<file path="config.mk">
export PLATFORM = sky130hd
export DESIGN_NAME = moving_average_level_meter_unit
export DESIGN_NICKNAME = d
export VERILOG_FILES = /design/src/sv/mavg_pkg.sv /design/src/sv/mavg_band.sv /design/src/sv/moving_average_level_meter_unit.sv
export SDC_FILE = /design/constraint.sdc
export NUM_CORES = 1
export LEC_CHECK = 0
export BUFFER_PORTS_ARGS = -buffer_cell sky130_fd_sc_hd__buf_2
export CAP_MARGIN = 30
export CORE_UTILIZATION = 50
export CTS_BUF_LIST = sky130_fd_sc_hd__clkbuf_4 sky130_fd_sc_hd__clkbuf_8
export DETAILED_ROUTE_END_ITERATION = 6
export PLACE_DENSITY_LB_ADDON = 0.2
export SYNTH_ARGS = -nofsm -noshare
export SYNTH_HDL_FRONTEND = slang
export SYNTH_SLANG_ARGS = --single-unit
</file>
<file path="constraint.sdc">
create_clock -name clk -period 12.8 [get_ports clk]
set_input_delay 2.56 -clock clk [delete_from_list [all_inputs] [get_ports clk]]
set_output_delay 2.56 -clock clk [all_outputs]
set_load 0.03 [all_outputs]
</file>
<file path="src/sv/mavg_pkg.sv">
// shared types and constants for the moving average level meter
// no dependencies
package mavg_pkg;

    localparam int WINDOW_LOG2_DEFAULT = 4;
    localparam int SAMPLE_BITS_DEFAULT = 10;

    localparam int LIMIT_BITS     = 10;
    localparam int LEVEL_BITS     = 3;
    localparam int INDICATOR_BITS = 5;
    localparam int CFG_INDEX_BITS = 2;

    typedef logic [LIMIT_BITS-1:0]     limit_t;
    typedef logic [LEVEL_BITS-1:0]     level_t;
    typedef logic [INDICATOR_BITS-1:0] indicator_t;

    localparam limit_t LEVEL_ONE_RESET   = limit_t'(200);
    localparam limit_t LEVEL_TWO_RESET   = limit_t'(400);
    localparam limit_t LEVEL_THREE_RESET = limit_t'(600);
    localparam limit_t LEVEL_FOUR_RESET  = limit_t'(800);

    localparam level_t LEVEL_ZERO  = level_t'(0);
    localparam level_t LEVEL_ONE   = level_t'(1);
    localparam level_t LEVEL_TWO   = level_t'(2);
    localparam level_t LEVEL_THREE = level_t'(3);
    localparam level_t LEVEL_FOUR  = level_t'(4);

    typedef enum logic [CFG_INDEX_BITS-1:0] {
        REG_LEVEL_ONE   = 2'd0,
        REG_LEVEL_TWO   = 2'd1,
        REG_LEVEL_THREE = 2'd2,
        REG_LEVEL_FOUR  = 2'd3
    } cfg_reg_t;

    typedef struct packed {
        limit_t one;
        limit_t two;
        limit_t three;
        limit_t four;
    } limits_t;

    typedef struct packed {
        level_t     level;
        indicator_t indicator;
    } band_t;

endpackage

</file>
<file path="src/sv/mavg_band.sv">
// band classifier: maps a window mean onto level 0..4 and a one-hot lamp pattern
// depends on mavg_pkg
module mavg_band #(
    parameter int SAMPLE_BITS = mavg_pkg::SAMPLE_BITS_DEFAULT
) (
    input  logic [SAMPLE_BITS-1:0] mean,
    input  mavg_pkg::limits_t      limits,
    output mavg_pkg::band_t        band
);

    localparam int CMP_BITS = (SAMPLE_BITS > mavg_pkg::LIMIT_BITS) ?
                              SAMPLE_BITS : mavg_pkg::LIMIT_BITS;

    logic [CMP_BITS-1:0] mean_ext;
    mavg_pkg::level_t    level;

    assign mean_ext = CMP_BITS'(mean);

    // first limit not exceeded wins, so unordered limits still resolve
    always_comb
    begin
        if (mean_ext <= CMP_BITS'(limits.one))
            level = mavg_pkg::LEVEL_ZERO;
        else if (mean_ext <= CMP_BITS'(limits.two))
            level = mavg_pkg::LEVEL_ONE;
        else if (mean_ext <= CMP_BITS'(limits.three))
            level = mavg_pkg::LEVEL_TWO;
        else if (mean_ext <= CMP_BITS'(limits.four))
            level = mavg_pkg::LEVEL_THREE;
        else
            level = mavg_pkg::LEVEL_FOUR;
    end

    always_comb
    begin
        band.level = level;
        case (level)
            mavg_pkg::LEVEL_ZERO:  band.indicator = mavg_pkg::indicator_t'(5'b00001);
            mavg_pkg::LEVEL_ONE:   band.indicator = mavg_pkg::indicator_t'(5'b00010);
            mavg_pkg::LEVEL_TWO:   band.indicator = mavg_pkg::indicator_t'(5'b00100);
            mavg_pkg::LEVEL_THREE: band.indicator = mavg_pkg::indicator_t'(5'b01000);
            default:               band.indicator = mavg_pkg::indicator_t'(5'b10000);
        endcase
    end

endmodule

</file>
<file path="src/sv/moving_average_level_meter_unit.sv">
// moving average level meter: top level with sample ring, running sum and output register
// depends on mavg_pkg and mavg_band
//
// usage
// - input channel (in_valid/in_ready, sample): one converter reading per transaction
// - output channel (out_valid/out_ready, mean_value, level, indicator): one result
//   per transaction once the window is full
// - config channel (cfg_valid/cfg_ready, cfg_index, cfg_data): writes one of the
//   four level limits; cfg_ready is always high, write only while the block is idle
// - the first 2^WINDOW_LOG2 - 1 samples after reset only fill the ring; every later
//   sample gives one result. warm-up happens once and never returns
// - an accepted sample passes the input stage and then the result register
// - throughput: one sample per cycle unless the receiver stalls; one input stage
//   feeds one result register, and the running sum updates in one add-subtract
// - reset clears the control state, the running sum, the fill count and the
//   limits (200/400/600/800); ring entries not yet written read as zero through
//   the fill count, so no clearing pass is needed
// - when the receiver stalls, the result register holds, the input stage fills,
//   and in_ready drops until out_ready returns
module moving_average_level_meter_unit #(
    parameter int WINDOW_LOG2 = mavg_pkg::WINDOW_LOG2_DEFAULT,
    parameter int SAMPLE_BITS = mavg_pkg::SAMPLE_BITS_DEFAULT
) (
    input  logic                                clk,
    input  logic                                rst_n,

    input  logic                                in_valid,
    output logic                                in_ready,
    input  logic [SAMPLE_BITS-1:0]              sample,

    output logic                                out_valid,
    input  logic                                out_ready,
    output logic [SAMPLE_BITS-1:0]              mean_value,
    output mavg_pkg::level_t                    level,
    output mavg_pkg::indicator_t                indicator,

    input  logic                                cfg_valid,
    output logic                                cfg_ready,
    input  logic [mavg_pkg::CFG_INDEX_BITS-1:0] cfg_index,
    input  mavg_pkg::limit_t                    cfg_data
);

    localparam int WINDOW_SIZE = 1 << WINDOW_LOG2;
    localparam int SUM_BITS    = SAMPLE_BITS + WINDOW_LOG2;
    localparam int FILL_BITS   = WINDOW_LOG2 + 1;

    localparam logic [WINDOW_LOG2-1:0] SLOT_START = WINDOW_LOG2'(1);
    localparam logic [FILL_BITS-1:0]   FILL_FULL  = FILL_BITS'(WINDOW_SIZE);
    localparam logic [FILL_BITS-1:0]   FILL_LAST  = FILL_BITS'(WINDOW_SIZE - 1);

    // sample ring, no reset: entries are overwritten before they count
    logic [SAMPLE_BITS-1:0] ring_mem [WINDOW_SIZE];

    // write pointer and fill count, advanced per accepted transaction
    logic [WINDOW_LOG2-1:0] slot_reg, slot_next;
    logic [FILL_BITS-1:0]   fill_reg, fill_next;

    // input stage
    logic                   s1_valid_reg, s1_valid_next;
    logic [SAMPLE_BITS-1:0] s1_sample_reg;
    logic [SAMPLE_BITS-1:0] s1_old_reg;
    logic [WINDOW_LOG2-1:0] s1_slot_reg;
    logic                   s1_fresh_reg;
    logic                   s1_emit_reg;

    // running sum
    logic [SUM_BITS-1:0]    sum_reg, sum_next;
    logic [SAMPLE_BITS-1:0] old_value;
    logic [SAMPLE_BITS-1:0] mean_next;

    // result register
    logic                   out_valid_reg, out_valid_next;
    logic [SAMPLE_BITS-1:0] mean_reg;
    mavg_pkg::band_t        band_reg, band_next;

    // limit registers
    mavg_pkg::limits_t      limits_reg;

    logic in_fire;
    logic s1_adv;
    logic s1_load_out;

    // a warm-up item never waits on the output side
    assign s1_adv      = s1_valid_reg && (!s1_emit_reg || !out_valid_reg || out_ready);
    assign s1_load_out = s1_adv && s1_emit_reg;
    assign in_ready    = !s1_valid_reg || s1_adv;
    assign in_fire     = in_valid && in_ready;
    assign cfg_ready   = 1'b1;

    // pointer and fill count
    always_comb
    begin
        slot_next = slot_reg;
        fill_next = fill_reg;
        if (in_fire)
        begin
            slot_next = slot_reg + WINDOW_LOG2'(1);
            if (fill_reg != FILL_FULL)
                fill_next = fill_reg + FILL_BITS'(1);
        end
    end

    always_ff @(posedge clk or negedge rst_n)
    begin
        if (!rst_n)
        begin
            slot_reg <= SLOT_START;
            fill_reg <= '0;
        end
        else
        begin
            slot_reg <= slot_next;
            fill_reg <= fill_next;
        end
    end

    // ring read at acceptance, write when the item leaves the input stage;
    // the entry read was written by the item one window earlier, long gone
    always_ff @(posedge clk)
    begin
        if (in_fire)
            s1_old_reg <= ring_mem[slot_reg];
        if (s1_adv)
            ring_mem[s1_slot_reg] <= s1_sample_reg;
    end

    always_comb
    begin
        s1_valid_next = s1_valid_reg;
        if (in_fire)
            s1_valid_next = 1'b1;
        else if (s1_adv)
            s1_valid_next = 1'b0;
    end

    always_ff @(posedge clk or negedge rst_n)
    begin
        if (!rst_n)
            s1_valid_reg <= 1'b0;
        else
            s1_valid_reg <= s1_valid_next;
    end

    // input stage payload
    always_ff @(posedge clk)
    begin
        if (in_fire)
        begin
            s1_sample_reg <= sample;
            s1_slot_reg   <= slot_reg;
            s1_fresh_reg  <= (fill_reg != FILL_FULL);
            s1_emit_reg   <= (fill_reg >= FILL_LAST);
        end
    end

    // slot not yet written since reset reads as zero
    assign old_value = s1_fresh_reg ? '0 : s1_old_reg;

    always_comb
    begin
        sum_next = sum_reg;
        if (s1_adv)
            sum_next = sum_reg + SUM_BITS'(s1_sample_reg) - SUM_BITS'(old_value);
    end

    always_ff @(posedge clk or negedge rst_n)
    begin
        if (!rst_n)
            sum_reg <= '0;
        else
            sum_reg <= sum_next;
    end

    assign mean_next = sum_next[SUM_BITS-1:WINDOW_LOG2];

    mavg_band #(
        .SAMPLE_BITS (SAMPLE_BITS)
    ) u_band (
        .mean   (mean_next),
        .limits (limits_reg),
        .band   (band_next)
    );

    // result register
    always_comb
    begin
        out_valid_next = out_valid_reg;
        if (s1_load_out)
            out_valid_next = 1'b1;
        else if (out_ready)
            out_valid_next = 1'b0;
    end

    always_ff @(posedge clk or negedge rst_n)
    begin
        if (!rst_n)
            out_valid_reg <= 1'b0;
        else
            out_valid_reg <= out_valid_next;
    end

    always_ff @(posedge clk)
    begin
        if (s1_load_out)
        begin
            mean_reg <= mean_next;
            band_reg <= band_next;
        end
    end

    assign out_valid  = out_valid_reg;
    assign mean_value = mean_reg;
    assign level      = band_reg.level;
    assign indicator  = band_reg.indicator;

    // configuration writes
    always_ff @(posedge clk or negedge rst_n)
    begin
        if (!rst_n)
        begin
            limits_reg.one   <= mavg_pkg::LEVEL_ONE_RESET;
            limits_reg.two   <= mavg_pkg::LEVEL_TWO_RESET;
            limits_reg.three <= mavg_pkg::LEVEL_THREE_RESET;
            limits_reg.four  <= mavg_pkg::LEVEL_FOUR_RESET;
        end
        else if (cfg_valid && cfg_ready)
        begin
            case (mavg_pkg::cfg_reg_t'(cfg_index))
                mavg_pkg::REG_LEVEL_ONE:   limits_reg.one   <= cfg_data;
                mavg_pkg::REG_LEVEL_TWO:   limits_reg.two   <= cfg_data;
                mavg_pkg::REG_LEVEL_THREE: limits_reg.three <= cfg_data;
                mavg_pkg::REG_LEVEL_FOUR:  limits_reg.four  <= cfg_data;
                default:                   limits_reg       <= limits_reg;
            endcase
        end
    end

endmodule

</file>
==> flow_summary_export.csv, run 1 <==
group,metric,value,unit
run_status,status,"complete, no violations",
die,pin_count,48,
logic_synthesis,synthTopCellsByArea,"edfxtp_1, dfrtp_1, mux4_2",
pwr,p_int,2.13,mW
placed_design,postPlaceCellArea,12700,um^2
die,start_util,50.9,%
clock_network,cts-resized-gates,0,
logic_synthesis,synth_area,11900,um^2
logic_synthesis,syn_inst,760,
setup_path,arrival,3170,ps
die,die-area,24500,um^2
job,max_cap_viol_count,0,
pwr,clockPowerShare,22.6,%
pwr,switching_share,36.1,%
logic_synthesis,syn-num-nets,855,
placed_design,dpl.hpwl,16.3,mm
global_routing,grt_pass1_vias,6719,
clock_network,hold_buffers,0,
die,rows,56,
sta,timing.final.crit_period,5730,ps
setup_path,end_kind,"output pin",
detailed_routing,drt-initial-drc-count,465,
layout,nets,948,
placed_design,io_buffer_count,46,
global_routing,grt_max_degree,66,
global_routing,grt_overflow_total,0,
setup_path,timing.rr.end,"level[0]",
layout,n_antenna_cell,0,
pwr,worst_ir_drop_vdd,0.000110,V
clock_network,cts_root_buffer,"clkbuf_8",
clock_network,postCtsSetupRepairBufs,0,
hold_path,worstHoldPathCells,2,
detailed_routing,detail_route.vias_per_cell,5.41,
logic_synthesis,ys_ff_latch,269,
placed_design,place.gp.congestion,0.862,
clock_network,clock_path_buffers,3,
layout,drive_gt1_share,26.7,%
sta,setup_viol,0,
logic_synthesis,synth_warnings,0,
hold_path,min-delay-start,"sum_reg[1]",
die,fp.dieH,157,um
detailed_routing,drt-pass1-iter-count,4,
hold_path,hold_end,"sum_reg[1]",
clock_network,clock_latency,570,ps
sta,slew_headroom,37.1,%
sta,rsz0062_at_grt,"false",
detailed_routing,drc_errors,0,
pwr,power.density,246,nW/um^2
clock_network,cts_tree,"built",
setup_path,critPathKind,"input pin to output pin",
sta,skew,28.1,ps
detailed_routing,routedWlPerCell,19.8,um
hold_path,hp-class,"register to register",
global_routing,grt_pass1_wl,37.6,mm
clock_network,clock_sinks,269,
logic_synthesis,seq_area_frac_synth,65.1,%
global_routing,antenna_found_initial,0,
sta,period_share,44.8,%
logic_synthesis,synth_cell_types,46,
global_routing,grt_usage,20.7,%
layout,area_growth_syn_to_layout,13.6,%
layout,fin_area,13600,um^2
die,die_w,157,um
setup_path,worstReg2RegStart,"s1_sample_reg[1]",
layout,nFillCells,1831,
logic_synthesis,async_reset_ff_share,24.2,%
setup_path,worstPathRequired,10240,ps
setup_path,reg2reg_depth,19,
clock_network,numCtsBuffers,44,
detailed_routing,ant_nets,0,
placed_design,post-place-ws,7040,ps
logic_synthesis,synth-edff-count,204,
setup_path,startpoint,"out_ready",
detailed_routing,wirelength,23.8,mm
logic_synthesis,synth_ff_type,"edfxtp_1",
sta,tns,0,ps
setup_path,cp-start-kind,"input pin",
sta,post-route-worst-setup-slack,7070,ps
sta,max_freq,0.174,GHz
logic_synthesis,yosysTopAreaCellShare,51.3,%
pwr,power_switching,1.20,mW
setup_path,r2r_slack,7510,ps
logic_synthesis,syn_avg_cell_area,15.7,um^2
clock_network,clk_pin_slew_worst_paths,60,ps
clock_network,htreeDepth,2,
pwr,p_leak,5.27,nW
pwr,seq_power_share,37.1,%
layout,largest_reg_flops,160,
sta,timing.final.max_slew_violations,0,
pwr,p_comb_share,40.4,%
logic_synthesis,synth_top_area_cell,"edfxtp_1",
setup_path,worstPathMaxFanout,3,
sta,hold_viol_final,0,
die,core,23500,um^2
detailed_routing,vias,6521,
sta,tightest_slew,933,ps
[critical path, cell delays in order]
cell	delay [ps]
buf_2	100
nor2b_1	170
nand3_1	140
buf_2	200
[worst max path at each step]
stage,to,slack (ps),cells past startpoint
2_1_floorplan,in_ready,7230,2
3_3_place_gp,level[0],7090,13
3_5_place_dp,level[0],7040,12
4_1_cts,in_ready,7060,4
5_1_grt,in_ready,7010,4
6_report,in_ready,7070,4
[kinds of logic after synthesis]
| kind of cell | count (synthesis) | synth area share, % |
|---|---|---|
| adders and majority gates | 68 | 7.76 |
| muxes | 83 | 12.5 |
| xor gates and xnor gates | 15 | 1.10 |
| buffers and inverters | 108 | 3.63 |
| other | 1 | 0.0314 |
| AOI/OAI and AO/OA | 92 | 4.73 |
| DFF | 269 | 65.1 |
| and+or+nand+nor | 124 | 5.12 |
[layout by cell type, fill, tap and decap left out, drive strengths merged, types with 2 or more instances in the layout]
cell,instances
fa,10
o211ai,3
nor2b,15
nand3,12
clkinv,14
xnor2,9
dfrtp,51
mux2,33
xor2,6
and3,2
o21ai,31
nand4,13
nor2,30
or3,2
ha,58
edfxtp,204
a2111oi,2
and2,2
nor3,8
mux4,50
nand2b,5
buf,67
a21oi,24
a31oi,4
nand3b,3
o21bai,3
inv,91
nand2,30
a21o,15
dfstp,14
a211oi,3
clkbuf,61
[Yosys cell counts, types with 4 or more instances]
cell / instances
o21ai_0: 28
a31oi_1: 4
clkbuf_1: 12
fa_1: 10
dfrtp_1: 51
mux4_2: 50
xnor2_1: 9
inv_1: 88
nor2b_1: 15
buf_4: 5
nand4_1: 13
mux2_2: 33
nand3_1: 12
dfstp_2: 14
edfxtp_1: 204
nand2_1: 30
ha_1: 58
nor3_1: 8
a21oi_1: 23
xor2_1: 6
a21o_1: 15
nor2_1: 30
nand2b_1: 5
[layer usage]
layer	global-route usage [%]	up-vias	part of all wire [%]
met5	0	-	0
met4	6.30	0	1.8
met3	4.07	40	6.0
met2	33.9	176	49
met1	28.2	3278	43
li1	-	3027	-
[per-stage QoR]
stage,util [%],cells,hold slack [ps],total power [mW]
floorplan,-,760,449,2.25
global placement,53.4,1114,476,2.56
detailed placement,53.9,1126,482,2.60
CTS,57.7,1205,496,3.37
global route,57.7,1205,519,3.58
finish,57.7,1205,489,3.33
[cell type report]
cell class / count / area, um^2 / area share, %
Sequential cell: 269 / 7770 / 57.3
Multi-Input combinational cell: 383 / 3730 / 27.5
Clock buffer: 61 / 764 / 5.64
Timing Repair Buffer: 67 / 425 / 3.14
Tap cell: 319 / 399 / 2.94
Inverter: 88 / 330 / 2.44
Clock inverter: 18 / 131 / 0.969
[power groups by stage]
stage / combinational [mW] / sequential [mW] / clock [mW]
6_report: 1.35 / 1.23 / 0.752
5_1_grt: 1.52 / 1.25 / 0.808
4_1_cts: 1.36 / 1.24 / 0.772
3_5_place_dp: 1.35 / 1.25 / 0
3_3_place_gp: 1.31 / 1.25 / 0
2_1_floorplan: 0.984 / 1.27 / 0
No activity file was read; power rests on OpenSTA's default activity.
==> run 2: changes to the inputs <==
clock period = 5.7 ns   (was 12.8 ns; I/O delays follow)
==> run 2 against run 1 <==
Compared with the run above:
- sequential power increased by 130%
- highest routed layer unchanged
- register-to-register slack got worse by 6900 ps
- worst setup slack got worse by 6500 ps
- critical path type is now register to register
==> flow_summary_export.csv, run 2 (synthesis gave the netlist of run 1 again) <==
group,metric,value,unit
die,pin_count,48,
clock_network,clock_path_buffers,3,
layout,final_common_cell,"edfxtp_1",
layout,drive_gt1_share,27.5,%
pwr,p_int,4.76,mW
global_routing,grt_max_degree,66,
sta,timing.final.crit_period,5140,ps
detailed_routing,detail_route.vias_per_cell,5.37,
global_routing,grtUsageMet2,35.5,%
setup_path,cp-start-kind,"register",
global_routing,antenna_found_initial,0,
setup_path,worstPathMaxFanout,17,
layout,nets,954,
layout,final_cell_mix,"edfxtp_1, inv_1, ha_1",
layout,n_antenna_cell,0,
global_routing,grt_pass1_wl,38.6,mm
pwr,totalPowerFinal,7.50,mW
global_routing,grt_overflow_total,0,
job,max_cap_viol_count,0,
sta,tns,0,ps
setup_path,arrival,5450,ps
placed_design,dp_cells,1131,
sta,timing.final.max_slew_violations,0,
sta,tightest_slew,1000,ps
die,start_util,50.9,%
clock_network,clock_latency,590,ps
sta,hold_viol_final,0,
global_routing,grt-busiest-layer,"met2",
layout,stdcell_count,1214,
detailed_routing,vias,6524,
pwr,seq_power_share,37.2,%
clock_network,cts_root_buffer,"clkbuf_8",
pwr,switching_share,36.5,%
global_routing,grt_pass1_vias,6809,
clock_network,cts_tree,"built",
setup_path,critPathKind,"register to register",
global_routing,met3_usage,3.77,%
sta,setup_viol,0,
run_status,status,"complete, no violations",
pwr,worst_ir_drop_vdd,0.000316,V
clock_network,hold_buffers,0,
die,core,23500,um^2
sta,period_share,90.2,%
die,rows,56,
layout,post-route-util,57.8,%
clock_network,htreeDepth,2,
sta,max_freq,0.195,GHz
placed_design,dpl.hpwl,16.8,mm
global_routing,use_met1,28.9,%
placed_design,place.gp.congestion,0.859,
pwr,power.density,553,nW/um^2
pwr,clockPowerShare,22.0,%
detailed_routing,drc_errors,0,
die,fp.dieH,157,um
pwr,p_comb_share,40.8,%
clock_network,postCtsSetupRepairBufs,0,
detailed_routing,routedWlPerCell,20.3,um
setup_path,worstPathRequired,6010,ps
sta,skew,30.8,ps
clock_network,clk_pin_slew_worst_paths,60,ps
sta,rsz0062_at_grt,"false",
layout,largest_reg_flops,160,
hold_path,hp-class,"register to register",
clock_network,numCtsBuffers,45,
die,die_w,157,um
sta,whs,509,ps
setup_path,end_kind,"register",
sta,slew_headroom,32.4,%
detailed_routing,ant_nets,0,
layout,area_growth_syn_to_layout,13.6,%
pwr,power_switching,2.74,mW
die,die-area,24500,um^2
clock_network,clock_sinks,269,
pwr,p_leak,5.29,nW
global_routing,grt_usage,21.4,%
placed_design,io_buffer_count,46,
detailed_routing,wirelength,24.7,mm
detailed_routing,drt-pass1-iter-count,6,
detailed_routing,drt-initial-drc-count,460,
## run 2: repair_timing
item,CTS,global route
setup endpoints to repair,0,1
gates resized for setup,0,1
hold endpoints to repair,0,0
## run 2: critical path: stages (launching register included)
cell,delay [ps]
edfxtp_1,640
inv_1,160
fa_1,550
inv_1,40
ha_1,330
o21ai_0,230
o21bai_1,110
a21oi_2,240
o21ai_1,160
a21o_1,190
a21oi_1,190
xor2_1,590
ha_1,370
nand4_1,150
nor3_1,70
a2111oi_0,480
a31oi_1,180
nand2b_1,130
a21oi_1,70
## run 2: per-layer routing
layer  vias up  part of all wire (%)
met5         -                     0
met4         0                   2.0
met3        46                   5.4
met2       193                    49
met1      3245                    44
li1       3040                     -
## run 2: path summary, 6_finish.rpt
| check | slack [ps] | cells after the start | endpoint | from |
|---|---|---|---|---|
| worst max register to register | 560 | 18 | level[0] | s1_sample_reg[2] |
| min in group asynchronous | 770 | 2 | limits_reg[7] | rst_n |
| worst max-delay path | 560 | 18 | level[0] | s1_sample_reg[2] |
| max in group asynchronous | 4350 | 2 | sum_reg[6] | rst_n |
| worst min-delay path | 510 | 1 | limits_reg[23] | limits_reg[23] |
| worst min register to register | 510 | 1 | limits_reg[23] | limits_reg[23] |
## run 2: stage by stage
step / area, um^2 / setup slack [ps]
2_1_floorplan: 11900 / 1400
3_3_place_gp: 12700 / 562
6_report: 13600 / 560
4_1_cts: 13600 / 425
5_1_grt: 13600 / 124
3_5_place_dp: 12700 / 451
## run 2: final cells by class
class	instances	area, um^2
clock inverter	23	124
inverter	88	330
clock buffer	60	751
timing repair buffer	72	445
tap	319	399
fill	1845	9920
multi-input combinational	383	3740
sequential	269	7770
## run 2: power groups by stage
stage / combinational, mW / clock (mW) / sequential [mW]
after global placement: 3.00 / 0 / 2.83
after global routing: 3.43 / 1.77 / 2.83
after CTS: 3.09 / 1.69 / 2.79
after detailed placement: 3.07 / 0 / 2.83
after floorplan: 2.21 / 0 / 2.84
final: 3.06 / 1.65 / 2.79
